### src/hw/rtl/edf_pkg.sv
// ----------------------------------------------------------------------------
// EDF scheduler package
// Shared types and constants of the earliest-deadline-first task scheduler.
// ----------------------------------------------------------------------------
`timescale 1ns / 1ps
`default_nettype none

package edf_pkg;

  // Default number of task slots.
  localparam int unsigned EdfSlots = 8;

  // Field widths of the command and result words.
  localparam int unsigned TimeW = 8;
  localparam int unsigned SlotW = 3;

  // Largest value of the elapsed counter; it saturates there.
  localparam logic [TimeW-1:0] ElapsedMax = {TimeW{1'b1}};

  // Command codes.
  typedef enum logic [0:0] {
    OP_CREATE = 1'b0,
    OP_TICK   = 1'b1
  } opcode_e;

  // Command word.
  typedef struct packed {
    opcode_e          opcode;
    logic [TimeW-1:0] exec_time;
    logic [TimeW-1:0] deadline;
  } edf_req_t;

  // Result word.
  typedef struct packed {
    logic             accepted;
    logic [SlotW-1:0] assigned_slot;
    logic             running_valid;
    logic [SlotW-1:0] running_slot;
    logic             finished;
    logic [SlotW-1:0] finished_slot;
    logic [TimeW-1:0] finished_elapsed;
    logic [TimeW-1:0] finished_slack;
    logic             deadline_missed;
    logic             all_done;
  } edf_res_t;

  // One entry of the task memory.
  typedef struct packed {
    logic [TimeW-1:0] deadline;
    logic [TimeW-1:0] remaining;
    logic [TimeW-1:0] elapsed;
  } task_entry_t;

endpackage

`default_nettype wire

### src/hw/rtl/edf_task_scheduler.sv
// ----------------------------------------------------------------------------
// EDF task scheduler
// Non-preemptive earliest-deadline-first scheduler over a table of task slots
// held in a synchronous memory with separate read and write ports.
// ----------------------------------------------------------------------------
//
//   channel   direction  handshake           word
//   command   in         start, busy         req_i (edf_req_t)
//   result    out        done_o strobe       res_o (edf_res_t)
//
// A create, or any command while halted, pulses done_o in the next cycle
// while busy stays low. A tick of a running task that does not finish
// reads the task from memory, then writes it back in ST_UPDATE. A tick
// that finishes a task, or a tick with no task running, adds a scan of the
// task memory, one slot read per cycle. Reset clears the valid bits and the
// control state; the memory itself needs no clearing. The receiver cannot
// stall: each result is shown for exactly one cycle.
`timescale 1ns / 1ps
`default_nettype none

module edf_task_scheduler #(
  parameter int unsigned SLOTS = edf_pkg::EdfSlots
) (
  input  wire logic              clk_i,
  input  wire logic              rst_ni,
  input  wire logic              start,
  output      logic              busy,
  input  wire edf_pkg::edf_req_t req_i,
  output      logic              done_o,
  output      edf_pkg::edf_res_t res_o
);

  localparam int unsigned IW = $clog2(SLOTS);
  localparam int unsigned CW = $clog2(SLOTS + 1);
  localparam logic [IW-1:0] LastIdx = IW'(SLOTS - 1);
  localparam logic [CW-1:0] FullCnt = CW'(SLOTS);
  localparam int unsigned TW = edf_pkg::TimeW;

  typedef enum logic [3:0] {
    ST_IDLE     = 4'b0001,
    ST_UPDATE   = 4'b0010,
    ST_SCAN     = 4'b0100,
    ST_SCAN_END = 4'b1000
  } state_e;

  state_e state_q, state_d;

  logic [SLOTS-1:0] valid_q, valid_d;
  logic [CW-1:0]    count_q, count_d;
  logic             cur_valid_q, cur_valid_d;
  logic [IW-1:0]    cur_slot_q, cur_slot_d;
  logic             halted_q, halted_d;

  // Finish information of the current tick.
  logic             fin_q, fin_d;
  logic [IW-1:0]    fin_slot_q, fin_slot_d;
  logic [TW-1:0]    fin_elapsed_q, fin_elapsed_d;
  logic [TW-1:0]    fin_slack_q, fin_slack_d;

  // Scan of the task memory.
  logic [IW-1:0]    scan_idx_q, scan_idx_d;
  logic             cmp_vld_q;
  logic [IW-1:0]    cmp_idx_q;
  logic             found_q, found_d;
  logic [TW-1:0]    best_dl_q, best_dl_d;
  logic [IW-1:0]    best_idx_q, best_idx_d;

  // Result register.
  logic              done_q, done_d;
  logic              acc_d;
  edf_pkg::edf_res_t res_q, res_d;

  // Task memory: a read port and a write port, registered read data.
  edf_pkg::task_entry_t mem_q [SLOTS];
  edf_pkg::task_entry_t rd_data_q;
  edf_pkg::task_entry_t wr_data;
  edf_pkg::task_entry_t upd;
  logic                 wr_en;
  logic [IW-1:0]        wr_addr;
  logic [IW-1:0]        rd_addr;

  logic accept;
  assign accept = start && !busy;
  assign busy   = (state_q != ST_IDLE);

  // Read address: the running task on a tick, the scan pointer during a scan.
  always_comb begin
    rd_addr = cur_slot_q;
    if (state_q == ST_SCAN) begin
      rd_addr = scan_idx_q;
    end
  end

  always_ff @(posedge clk_i) begin
    if (wr_en) begin
      mem_q[wr_addr] <= wr_data;
    end
    rd_data_q <= mem_q[rd_addr];
  end

  // Saturating update of the running task.
  always_comb begin
    upd.deadline  = (rd_data_q.deadline != '0) ? rd_data_q.deadline - 1'b1 : '0;
    upd.remaining = (rd_data_q.remaining != '0) ? rd_data_q.remaining - 1'b1 : '0;
    upd.elapsed   = (rd_data_q.elapsed != edf_pkg::ElapsedMax) ?
                    rd_data_q.elapsed + 1'b1 : edf_pkg::ElapsedMax;
  end

  // Running minimum over the scanned slots; strict compare keeps the lowest index.
  always_comb begin
    found_d    = found_q;
    best_dl_d  = best_dl_q;
    best_idx_d = best_idx_q;
    if (cmp_vld_q && valid_q[cmp_idx_q] &&
        (!found_q || (rd_data_q.deadline < best_dl_q))) begin
      found_d    = 1'b1;
      best_dl_d  = rd_data_q.deadline;
      best_idx_d = cmp_idx_q;
    end
  end

  // Main control.
  always_comb begin
    state_d       = state_q;
    valid_d       = valid_q;
    count_d       = count_q;
    cur_valid_d   = cur_valid_q;
    cur_slot_d    = cur_slot_q;
    halted_d      = halted_q;
    fin_d         = fin_q;
    fin_slot_d    = fin_slot_q;
    fin_elapsed_d = fin_elapsed_q;
    fin_slack_d   = fin_slack_q;
    scan_idx_d    = scan_idx_q;
    done_d        = 1'b0;
    acc_d         = 1'b0;
    wr_en         = 1'b0;
    wr_addr       = count_q[IW-1:0];
    wr_data       = upd;

    unique case (state_q)
      ST_IDLE: begin
        if (accept) begin
          fin_d = 1'b0;
          if (halted_q) begin
            done_d = 1'b1;
          end else if (req_i.opcode == edf_pkg::OP_CREATE) begin
            done_d = 1'b1;
            if (count_q != FullCnt) begin
              acc_d                      = 1'b1;
              wr_en                      = 1'b1;
              wr_data.deadline           = req_i.deadline;
              wr_data.remaining          = req_i.exec_time;
              wr_data.elapsed            = '0;
              valid_d[count_q[IW-1:0]]   = 1'b1;
              count_d                    = count_q + 1'b1;
            end
          end else if (cur_valid_q) begin
            state_d = ST_UPDATE;
          end else begin
            scan_idx_d = '0;
            state_d    = ST_SCAN;
          end
        end
      end

      ST_UPDATE: begin
        wr_en   = 1'b1;
        wr_addr = cur_slot_q;
        if (upd.remaining == '0) begin
          fin_d               = 1'b1;
          fin_slot_d          = cur_slot_q;
          fin_elapsed_d       = upd.elapsed;
          fin_slack_d         = upd.deadline;
          valid_d[cur_slot_q] = 1'b0;
          cur_valid_d         = 1'b0;
          scan_idx_d          = '0;
          state_d             = ST_SCAN;
        end else begin
          if (upd.deadline == '0) begin
            halted_d = 1'b1;
          end
          done_d  = 1'b1;
          state_d = ST_IDLE;
        end
      end

      ST_SCAN: begin
        if (scan_idx_q == LastIdx) begin
          state_d = ST_SCAN_END;
        end else begin
          scan_idx_d = scan_idx_q + 1'b1;
        end
      end

      ST_SCAN_END: begin
        cur_valid_d = found_d;
        cur_slot_d  = found_d ? best_idx_d : '0;
        done_d      = 1'b1;
        state_d     = ST_IDLE;
      end

      default: begin
        state_d = ST_IDLE;
      end
    endcase
  end

  // Slot numbers in the result keep their low three bits.
  logic [IW+2:0] asg_ext, run_ext, fin_ext;
  assign asg_ext = {3'b000, count_q[IW-1:0]};
  assign run_ext = {3'b000, cur_slot_d};
  assign fin_ext = {3'b000, fin_slot_d};

  // Result word, built from the state after this command.
  always_comb begin
    res_d                  = res_q;
    if (done_d) begin
      res_d.accepted         = acc_d;
      res_d.assigned_slot    = acc_d ? asg_ext[2:0] : '0;
      res_d.running_valid    = cur_valid_d;
      res_d.running_slot     = cur_valid_d ? run_ext[2:0] : '0;
      res_d.finished         = fin_d;
      res_d.finished_slot    = fin_d ? fin_ext[2:0] : '0;
      res_d.finished_elapsed = fin_d ? fin_elapsed_d : '0;
      res_d.finished_slack   = fin_d ? fin_slack_d : '0;
      res_d.deadline_missed  = halted_d;
      res_d.all_done         = (count_d == FullCnt) && !(|valid_d);
    end
  end

  // Control registers.
  always_ff @(posedge clk_i or negedge rst_ni) begin
    if (!rst_ni) begin
      state_q     <= ST_IDLE;
      valid_q     <= '0;
      count_q     <= '0;
      cur_valid_q <= 1'b0;
      cur_slot_q  <= '0;
      halted_q    <= 1'b0;
      fin_q       <= 1'b0;
      cmp_vld_q   <= 1'b0;
      found_q     <= 1'b0;
      done_q      <= 1'b0;
    end else begin
      state_q     <= state_d;
      valid_q     <= valid_d;
      count_q     <= count_d;
      cur_valid_q <= cur_valid_d;
      cur_slot_q  <= cur_slot_d;
      halted_q    <= halted_d;
      fin_q       <= fin_d;
      cmp_vld_q   <= (state_q == ST_SCAN);
      found_q     <= (state_q == ST_SCAN || state_q == ST_SCAN_END) ? found_d : 1'b0;
      done_q      <= done_d;
    end
  end

  // Payload registers.
  always_ff @(posedge clk_i) begin
    fin_slot_q    <= fin_slot_d;
    fin_elapsed_q <= fin_elapsed_d;
    fin_slack_q   <= fin_slack_d;
    scan_idx_q    <= scan_idx_d;
    cmp_idx_q     <= scan_idx_q;
    best_dl_q     <= best_dl_d;
    best_idx_q    <= best_idx_d;
    res_q         <= res_d;
  end

  assign done_o = done_q;
  assign res_o  = res_q;

  // Every result comes with the block ready for the next command.
  assert property (@(posedge clk_i) disable iff (!rst_ni) done_o |-> !busy)
    else $error("result shown while busy");

  // A missed deadline halts the block for good.
  assert property (@(posedge clk_i) disable iff (!rst_ni) halted_q |=> halted_q)
    else $error("halt released");

  // The current task always sits in a live slot.
  assert property (@(posedge clk_i) disable iff (!rst_ni)
                   cur_valid_q |-> valid_q[cur_slot_q])
    else $error("current task in a free slot");

  // A task that finishes never reports a miss.
  assert property (@(posedge clk_i) disable iff (!rst_ni)
                   (done_o && res_o.finished) |-> !res_o.deadline_missed)
    else $error("finish and miss on one tick");

endmodule

`default_nettype wire
### config.mk
export PLATFORM = sky130hd
export DESIGN_NAME = edf_task_scheduler
export DESIGN_NICKNAME = d
export VERILOG_FILES = /design/src/hw/rtl/edf_pkg.sv /design/src/hw/rtl/edf_task_scheduler.sv
export SDC_FILE = /design/constraint.sdc
export NUM_CORES = 1
export LEC_CHECK = 0
export ABC_AREA = 0
export BUFFER_PORTS_ARGS = -buffer_cell sky130_fd_sc_hd__clkbuf_2
export CAP_MARGIN = 5
export CORE_ASPECT_RATIO = 0.5
export CORE_MARGIN = 3
export CORE_UTILIZATION = 30
export CTS_BUF_LIST = sky130_fd_sc_hd__clkbuf_8 sky130_fd_sc_hd__clkbuf_16
export DETAILED_ROUTE_END_ITERATION = 10
export PLACE_DENSITY = 0.42
export SLEW_MARGIN = 30
export SYNTH_ARGS = -nofsm -noshare
export SYNTH_HDL_FRONTEND = slang
export SYNTH_SLANG_ARGS = --single-unit
### constraint.sdc
create_clock -name clk_i -period 13.8 [get_ports clk_i]
set_clock_uncertainty 0.2 [all_clocks]
set_input_delay 0.69 -clock clk_i [delete_from_list [all_inputs] [get_ports clk_i]]
set_output_delay 0.69 -clock clk_i [all_outputs]
set_load 0.01 [all_outputs]
==> results of run 1 <==
[layer usage]
metal	vias to the layer above	global-route usage	wire, um
li1	3081	-	-
met1	3390	0.1874	13450
met2	105	0.2075	12860
met3	42	0.02314	1325
met4	0	0.02988	591
met5	-	0	0
[kinds of logic after synthesis]
kind of cell             count (synthesis)  share of synthesized area
adder cells (fa/ha/maj)                 14                    0.01412
AO/OA/AOI/OAI                           92                    0.05124
multiplexers                            97                     0.1351
AND/OR/NAND/NOR                        180                    0.07766
buffers and inverters                   47                    0.01836
flip-flops                             307                     0.6936
XOR/XNOR                                14                   0.009884
[synth_stat cells, types with 3 or more instances]
cell      number  area [um^2]
mux2i_1        3        30.03
nand3_1        6        30.03
xnor2_1        5        43.79
a21oi_1       20        100.1
buf_2         14        70.07
buf_6          4        45.04
dfxtp_1       49        980.9
o32ai_1        3        26.28
edfxtp_1     233         6997
dfrtp_1       24        600.6
nor2_1        44        165.2
or2_2          4        25.02
nor3_1         7        35.03
inv_1         18        67.56
nand4_1        7        43.79
mux2_2        36        405.4
nand2_1       53        198.9
o31ai_1        9        67.56
and2_1         5        31.28
nor2b_1       18        112.6
or3_1          3        18.77
mux2_4         6        90.09
a31oi_1        6        37.54
xor2_1         9        78.83
nor2_2         4        25.02
ha_1          14        175.2
nand2b_1       6        37.54
a211oi_2       4        50.05
o21ai_0       23        115.1
mux4_2        50         1126
a32oi_1        4        35.03
clkbuf_1       7        26.28
[registers in the layout, summed over array words and instances, names as in the netlist, 4 cells and up]
signal         cells
best_dl_q          8
count_q            4
fin_elapsed_q      8
fin_slack_q        8
mem_q            192
rd_data_q         24
res_o             30
state_q            4
valid_q            8
[per-stage QoR]
| step | utilization | total power, uW | instance area, um^2 |
|---|---|---|---|
| after floorplan | - | 1630 | 12410 |
| after global placement | 0.3360 | 1820 | 13380 |
| after detailed placement | 0.3364 | 1827 | 13390 |
| after CTS | 0.3594 | 2598 | 14310 |
| after global routing | 0.3597 | 2698 | 14320 |
| final | 0.3597 | 2557 | 14320 |
[worst paths after layout]
kind / start / slack, ns / cells past startpoint / end
setup / recovery: rd_data_q[8] / 10.37 / 8 / scan_idx_q[1]
hold / removal: fin_slot_q[0] / 0.27 / 1 / fin_slot_q[0]
setup reg to reg: rd_data_q[8] / 10.37 / 8 / scan_idx_q[1]
hold reg to reg: fin_slot_q[0] / 0.27 / 1 / fin_slot_q[0]
max in group asynchronous: rst_ni / 12.44 / 2 / valid_q[5]
min in group asynchronous: rst_ni / 0.51 / 2 / done_o
[cell type report]
type / instances / area [um^2] / share of cell area
clock inverters: 19 / 100.1 / 0.006989
flip-flops and latches: 307 / 8605 / 0.6008
multi-input cells: 397 / 3655 / 0.2552
repair buffers: 71 / 419.2 / 0.02927
well taps: 530 / 663.1 / 0.04630
clock buffers: 35 / 808.3 / 0.05644
inverters: 19 / 71.32 / 0.004980
[report_power, final]
part,internal [uW],switching (uW),total [uW]
Clock,416,343,759
Combinational,194,320,514
Sequential,1200,86.4,1280
[what timing repair did]
action | CTS | global route
setup buffers | 0 | 0
hold endpoints to repair | 24 | 0
hold buffers | 1 | 0
==> flow_summary.json, run 1 <==
{
  "setup_tns_ns": 0,
  "synth-seq-area-share": 0.6936,
  "hold_viol_final": 0,
  "rsz0062_at_grt": "false",
  "root_buffer": "clkbuf_16",
  "clock_sinks": 307,
  "die_height_um": 149.8,
  "rows": 51,
  "holdWs_ns": 0.2697,
  "drive_above_1_share": 0.2877,
  "vias": 6618,
  "chipWidth_um": 293.6,
  "peakVddDrop_v": 0.00009107,
  "synth-seq-cells": 307,
  "cp_num_buf_inv": 1,
  "cts_tree": "built",
  "tightest_slew_ns": 0.8424,
  "fillers": 3793,
  "antennaDiodeCount": 0,
  "finalCritPeriodShare": 0.2484,
  "dr.pass1.iters": 4,
  "drv_cap": 0,
  "post-place-cells": 1323,
  "min_period_ns": 3.429,
  "crit_chain": "inv_1 > ha_1 > nand2_1 > a2111oi_2 > nand2_2 > nor2_1 > nor2_1 > nor4b_1",
  "cts_buffers": 29,
  "crit_fanout": 7,
  "ios": 52,
  "syn_inst": 751,
  "crit_arrival_ns": 3.41,
  "timing.critical_path.mode_cell": "nor2_1",
  "slew_headroom": 0.4324,
  "drc": 0,
  "final_common_cell": "edfxtp_1",
  "mostFrequentLayoutCells": "233 x edfxtp_1, 53 x nand2_1, 51 x clkbuf_2, 50 x mux4_2, 49 x dfxtp_1",
  "setup-violations-final": 0,
  "via_per_inst": 4.803,
  "place_ws_ns": 10.09,
  "antenna_found_initial": 0,
  "routed_wl_um": 28230,
  "grt_max_degree": 49,
  "hp-class": "reg2reg",
  "max_stage_delay_ns": 0.68,
  "area_growth_pct": 15.44,
  "synth-async-reset-ratio": 0.08143,
  "overflow": 0,
  "nets": 859,
  "cp-end-kind": "register",
  "path_class": "reg2reg",
  "syn_area_per_cell_um2": 16.52,
  "grt_pass1_vias": 6960,
  "critPathTopFamily": "simple AND/OR/NAND/NOR gates",
  "worst_path_max_delay_cell": "nor4b_1",
  "finalMaxSlewViolations": 0,
  "power_leakage_uw": 0.005007,
  "critPathLaunchType": "register",
  "coreArea_um2": 39820,
  "max-clock-path-buffers": 3,
  "outcome": "finished, final reports clean",
  "synth_edf_count": 233,
  "grt_pass1_wl_um": 43390,
  "powerDensity_nw_per_um2": 178.6,
  "groute.usage.overall": 0.1306,
  "clock.fmax_ghz": 0.2917,
  "ctsResizeCount": 0,
  "ant_nets": 0,
  "synthFlopType": "edfxtp_1",
  "h-tree-depth": 1,
  "gp_congestion": 0.8038,
  "path_clk_slew_ns": 0.06,
  "hpwl_um": 17100,
  "final_cells": 1378,
  "drt_iter0_drc": 501,
  "avgRoutedWirePerCell_um": 20.49,
  "syn_nets": 785,
  "setup_slack_ns": 10.37,
  "synth_warnings": 0,
  "start_util": 0.3116,
  "clock_latency_ns": 0.58,
  "crit_required_ns": 13.79,
  "ys_types": 73,
  "io_buffers": 51,
  "die-area_um2": 43980,
  "syn_area_um2": 12410
}
No activity file was read; power rests on OpenSTA's default activity.
==> inputs of run 2 (changes only) <==
==> constraint.sdc (replaced) <==
create_clock -name clk_i -period 3.55 [get_ports clk_i]
set_clock_uncertainty 0.2 [all_clocks]
set_input_delay 0.1775 -clock clk_i [delete_from_list [all_inputs] [get_ports clk_i]]
set_output_delay 0.1775 -clock clk_i [all_outputs]
set_load 0.01 [all_outputs]
==> run 2 against run 1 <==
- sequential cell count did not move
- worst setup slack got worse by 10 ns
- global-route usage rose by 0.73 points
- highest routed layer unchanged
- critical endpoint is now res_o[11]
==> flow_summary.json, run 2 (synthesis gave the netlist of run 1 again) <==
{
  "grt.busiest_layer": "met2",
  "nets": 897,
  "fillers": 3748,
  "ios": 52,
  "peakVddDrop_v": 0.0003749,
  "grt_max_degree": 37,
  "min_period_ns": 3.134,
  "final_common_cell": "edfxtp_1",
  "drt_iter0_drc": 490,
  "die_height_um": 149.8,
  "rows": 51,
  "gr-usage-met2": 0.2142,
  "setup_slack_ns": 0.4156,
  "register_area_um2": 8605,
  "crit_arrival_ns": 3.25,
  "antenna_found_initial": 0,
  "routed_wl_um": 29670,
  "cp-end-kind": "register",
  "reg2reg_from": "rd_data_q[8]",
  "path_class": "reg2reg",
  "overflow": 0,
  "drive_above_1_share": 0.2962,
  "outcome": "finished, final reports clean",
  "r2r_cells": 10,
  "hold_viol_final": 0,
  "ctsResizeCount": 0,
  "cts_setup_buffers": 0,
  "top_register": "mem_q",
  "r2r_slack_ns": 0.42,
  "grtUsageMet3": 0.02328,
  "rsz0062_at_grt": "false",
  "ant_nets": 0,
  "place_ws_ns": 0.3927,
  "mostFrequentLayoutCells": "233 x edfxtp_1, 53 x nand2_1, 51 x clkbuf_2, 50 x mux4_2, 49 x dfxtp_1",
  "grt_use_met1": 0.2019,
  "tightest_slew_ns": 0.8444,
  "grt_pass1_vias": 7189,
  "crit_required_ns": 3.66,
  "final_cells": 1418,
  "root_buffer": "clkbuf_16",
  "via_per_inst": 4.843,
  "drv_cap": 0,
  "setup-violations-final": 0,
  "critPathLaunchType": "register",
  "clock_latency_ns": 0.58,
  "powerDensity_nw_per_um2": 699.3,
  "hpwl_um": 18750,
  "die-area_um2": 43980,
  "post-place-cells": 1341,
  "coreArea_um2": 39820,
  "r2r_end": "res_o[11]",
  "final_area_um2": 14900,
  "groute.usage.overall": 0.1379,
  "avgRoutedWirePerCell_um": 20.92,
  "hold_path.startpoint": "req_i[12]",
  "clock_sinks": 307,
  "multiInputGateArea_um2": 3672,
  "largest_reg_flops": 192,
  "grt_pass1_wl_um": 45630,
  "antennaDiodeCount": 0,
  "power_leakage_uw": 0.005289,
  "path_clk_slew_ns": 0.06,
  "start_util": 0.3116,
  "dr.pass1.iters": 4,
  "crit_fanout": 36,
  "finalMaxSlewViolations": 0,
  "clock.fmax_ghz": 0.3190,
  "cp-startpoint": "rd_data_q[8]",
  "total_power_uw": 10420,
  "vias": 6868,
  "placed_area_um2": 13680,
  "chipWidth_um": 293.6,
  "area_growth_pct": 20.11,
  "cts_buffers": 31,
  "holdBufCountCts": 17,
  "io_buffers": 51,
  "hp-class": "in2reg",
  "worstSetupEndpoint": "res_o[11]",
  "gp_congestion": 0.7739,
  "drc": 0,
  "cts_tree": "built",
  "slew_headroom": 0.4322,
  "setup_tns_ns": 0,
  "h-tree-depth": 1,
  "max-clock-path-buffers": 3,
  "finalCritPeriodShare": 0.8829
}
[run 2: worst min path at each step]
| stage | to | slack (ns) | cells past startpoint |
|---|---|---|---|
| final | mem_q[0][12] | 0.04 | 3 |
| after global routing | mem_q[2][8] | 0.02 | 3 |
| after CTS | mem_q[0][12] | 0.03 | 3 |
| after detailed placement | state_q[1] | 0.06 | 1 |
| after global placement | state_q[1] | 0.07 | 1 |
| after floorplan | cmp_vld_q | -0.32 | 0 |
[run 2: metal layers]
layer / routed length [um] / up-vias
li1: - / 3154
met2: 13270 / 122
met1: 14700 / 3549
met3: 1103 / 43
met5: 0 / -
met4: 597 / 0
[run 2: worst max-delay path, stage by stage (launching register included)]
cell      delay (ns)
dfxtp_1         0.34
inv_1           0.07
ha_1            0.26
nor2_1          0.10
a22o_1          0.25
mux2i_2         0.52
nor3_4          0.07
buf_12          0.21
a21oi_2         0.50
buf_4           0.27
a211oi_2        0.04
[run 2: metrics by stage]
step                      utilization  hold slack [ns]
after floorplan                     -          -0.3181
after detailed placement       0.3436          0.06197
after CTS                      0.3737          0.02698
after global placement         0.3436          0.06667
final                          0.3742          0.03926
after global routing           0.3742          0.01665
[run 2: layout make-up]
| cell class | count | share of cell area |
|---|---|---|
| clock buffer | 31 | 0.05206 |
| clock inverter | 27 | 0.01629 |
| inverter | 19 | 0.004786 |
| multi-input combinational | 397 | 0.2465 |
| sequential | 307 | 0.5775 |
| tap | 530 | 0.04450 |
| timing repair buffer | 107 | 0.05844 |
[run 2: power breakdown]
group / leakage, uW / switching, uW / internal, uW / total (uW)
Sequential: 0.00283 / 323 / 4660 / 4980
Clock: 0.000512 / 1390 / 1880 / 3270
Combinational: 0.00195 / 1300 / 861 / 2170
==> inputs of run 3 (changes only) <==
--- a/config.mk
+++ b/config.mk
@@ -8,10 +8,9 @@
 export ABC_AREA = 0
 export BUFFER_PORTS_ARGS = -buffer_cell sky130_fd_sc_hd__clkbuf_2
 export CAP_MARGIN = 5
-export CORE_ASPECT_RATIO = 0.5
+export CORE_ASPECT_RATIO = 1.1
 export CORE_MARGIN = 3
 export CORE_UTILIZATION = 30
-export CTS_BUF_LIST = sky130_fd_sc_hd__clkbuf_8 sky130_fd_sc_hd__clkbuf_16
 export DETAILED_ROUTE_END_ITERATION = 10
 export PLACE_DENSITY = 0.42
 export SLEW_MARGIN = 30
==> run 3 against run 2 <==
- cell area increased by 0.71%
- worst setup slack lost 0.085 ns
- critical path depth is 2 lower
- first-iteration DRC count shrank 37%
- combinational power is 3% lower
- register-to-register slack lost 0.09 ns
- critical path type unchanged
- critical endpoint is now scan_idx_q[0]
- largest power group unchanged
- highest routed layer unchanged
==> flow_summary.json, run 3 (synthesis gave the netlist of run 1 again) <==
{
  "avgRoutedWirePerCell_um": 20.14,
  "io_buffers": 51,
  "nets": 898,
  "h-tree-depth": 2,
  "drv_cap": 0,
  "slew_headroom": 0.4346,
  "ctsResizeCount": 0,
  "root_buffer": "clkbuf_16",
  "setup_tns_ns": 0,
  "holdPathStages": 3,
  "outcome": "finished, final reports clean",
  "overflow": 0,
  "gp_congestion": 0.7993,
  "drive_above_1_share": 0.3045,
  "r2r_slack_ns": 0.33,
  "chipWidth_um": 199.9,
  "ant_nets": 0,
  "tightest_slew_ns": 0.8410,
  "fillers": 3760,
  "vias": 6909,
  "r2r_end": "scan_idx_q[0]",
  "via_per_inst": 4.788,
  "rows": 77,
  "dr.pass1.iters": 4,
  "top_register": "mem_q",
  "largest_reg_flops": 192,
  "min_period_ns": 3.220,
  "grt_max_degree": 49,
  "rsz0062_at_grt": "false",
  "grt_pass1_wl_um": 44250,
  "setup-violations-final": 0,
  "critPathLaunchType": "register",
  "cp-end-kind": "register",
  "cts_tree": "built",
  "cts_buffers": 35,
  "clock_latency_ns": 0.51,
  "placed_area_um2": 13690,
  "area_growth_pct": 20.97,
  "finalMaxSlewViolations": 0,
  "path_class": "reg2reg",
  "routed_wl_um": 29060,
  "total_power_uw": 10740,
  "clock_sinks": 307,
  "hpwl_um": 18820,
  "hold_path.startpoint": "req_i[13]",
  "holdWs_ns": 0.03828,
  "r2r_cells": 8,
  "crit_required_ns": 3.49,
  "drc": 0,
  "mostFrequentLayoutCells": "233 x edfxtp_1, 53 x nand2_1, 51 x clkbuf_2, 50 x mux4_2, 49 x dfxtp_1",
  "path_clk_slew_ns": 0.06,
  "final_util": 0.3700,
  "ios": 52,
  "power_leakage_uw": 0.005314,
  "crit_fanout": 7,
  "final_area_um2": 15010,
  "antenna_found_initial": 0,
  "finalCritPeriodShare": 0.9070,
  "final_common_cell": "edfxtp_1",
  "groute.usage.overall": 0.1353,
  "drt_iter0_drc": 307,
  "hold_end": "mem_q[3][13]",
  "max-clock-path-buffers": 3,
  "reg2reg_from": "rd_data_q[8]",
  "antennaDiodeCount": 0,
  "hold_viol_final": 0,
  "crit_arrival_ns": 3.16,
  "clock.fmax_ghz": 0.3106,
  "start_util": 0.3059,
  "grt_pass1_vias": 7422,
  "peakVddDrop_v": 0.0003087,
  "coreArea_um2": 40560,
  "die_height_um": 219.3,
  "powerDensity_nw_per_um2": 715.4,
  "hp-class": "in2reg",
  "cts_setup_buffers": 0,
  "die-area_um2": 43830
}
==> run 3: final cells by class <==
| type | count | area [um^2] | area share |
|---|---|---|---|
| flip-flops and latches | 307 | 8605 | 0.5734 |
| multi-input cells | 397 | 3672 | 0.2447 |
| clock buffers | 50 | 1005 | 0.06695 |
| repair buffers | 104 | 788.3 | 0.05253 |
| well taps | 553 | 691.9 | 0.04611 |
| clock inverters | 13 | 173.9 | 0.01159 |
| inverters | 19 | 71.32 | 0.004752 |
==> run 3: power breakdown <==
group          switching (uW)  internal [uW]
logic                    1250            846
registers                 345           4660
clock network            1370           2260
total                    2970           7770
==> run 3: metal layers <==
metal  track usage  up-vias  share of wire
li1              -     3146              -
met1        0.1683     3557           0.43
met2        0.2377      158           0.51
met3       0.02303       48          0.036
met4       0.04723        0          0.028
met5             0        -              0
==> run 3: how the worst max path moves through the flow <==
stage | start | to | slack (ns) | depth (start not counted)
2_1_floorplan | rd_data_q[8] | res_o[0] | 0.002 | 7
3_3_place_gp | rd_data_q[8] | scan_idx_q[1] | 0.45 | 8
3_5_place_dp | rd_data_q[8] | scan_idx_q[1] | 0.33 | 8
4_1_cts | rd_data_q[8] | scan_idx_q[0] | 0.30 | 8
5_1_grt | rd_data_q[8] | scan_idx_q[0] | 0.13 | 8
6_report | rd_data_q[8] | scan_idx_q[0] | 0.33 | 8
==> run 3: worst max-delay path, cell delays in order, from the launching register on <==
cell       delay [ns]
dfxtp_1          0.38
inv_1            0.06
ha_1             0.28
nand2_1          0.10
a2111oi_2        0.40
nand2_2          0.21
nor2_1           0.41
nor2_1           0.16
nor4b_1          0.65
==> run 3: repair_timing <==
item,CTS,global route
endpoints found under the setup margin,0,0
hold buffers,14,0
endpoints found under the hold margin,108,0
==> run 3: through the flow <==
step | instances | worst slack, ns
after floorplan | 751 | 0.002176
after global placement | 1366 | 0.4496
after detailed placement | 1366 | 0.3328
after CTS | 1443 | 0.3038
after global routing | 1443 | 0.1329
final | 1443 | 0.3302
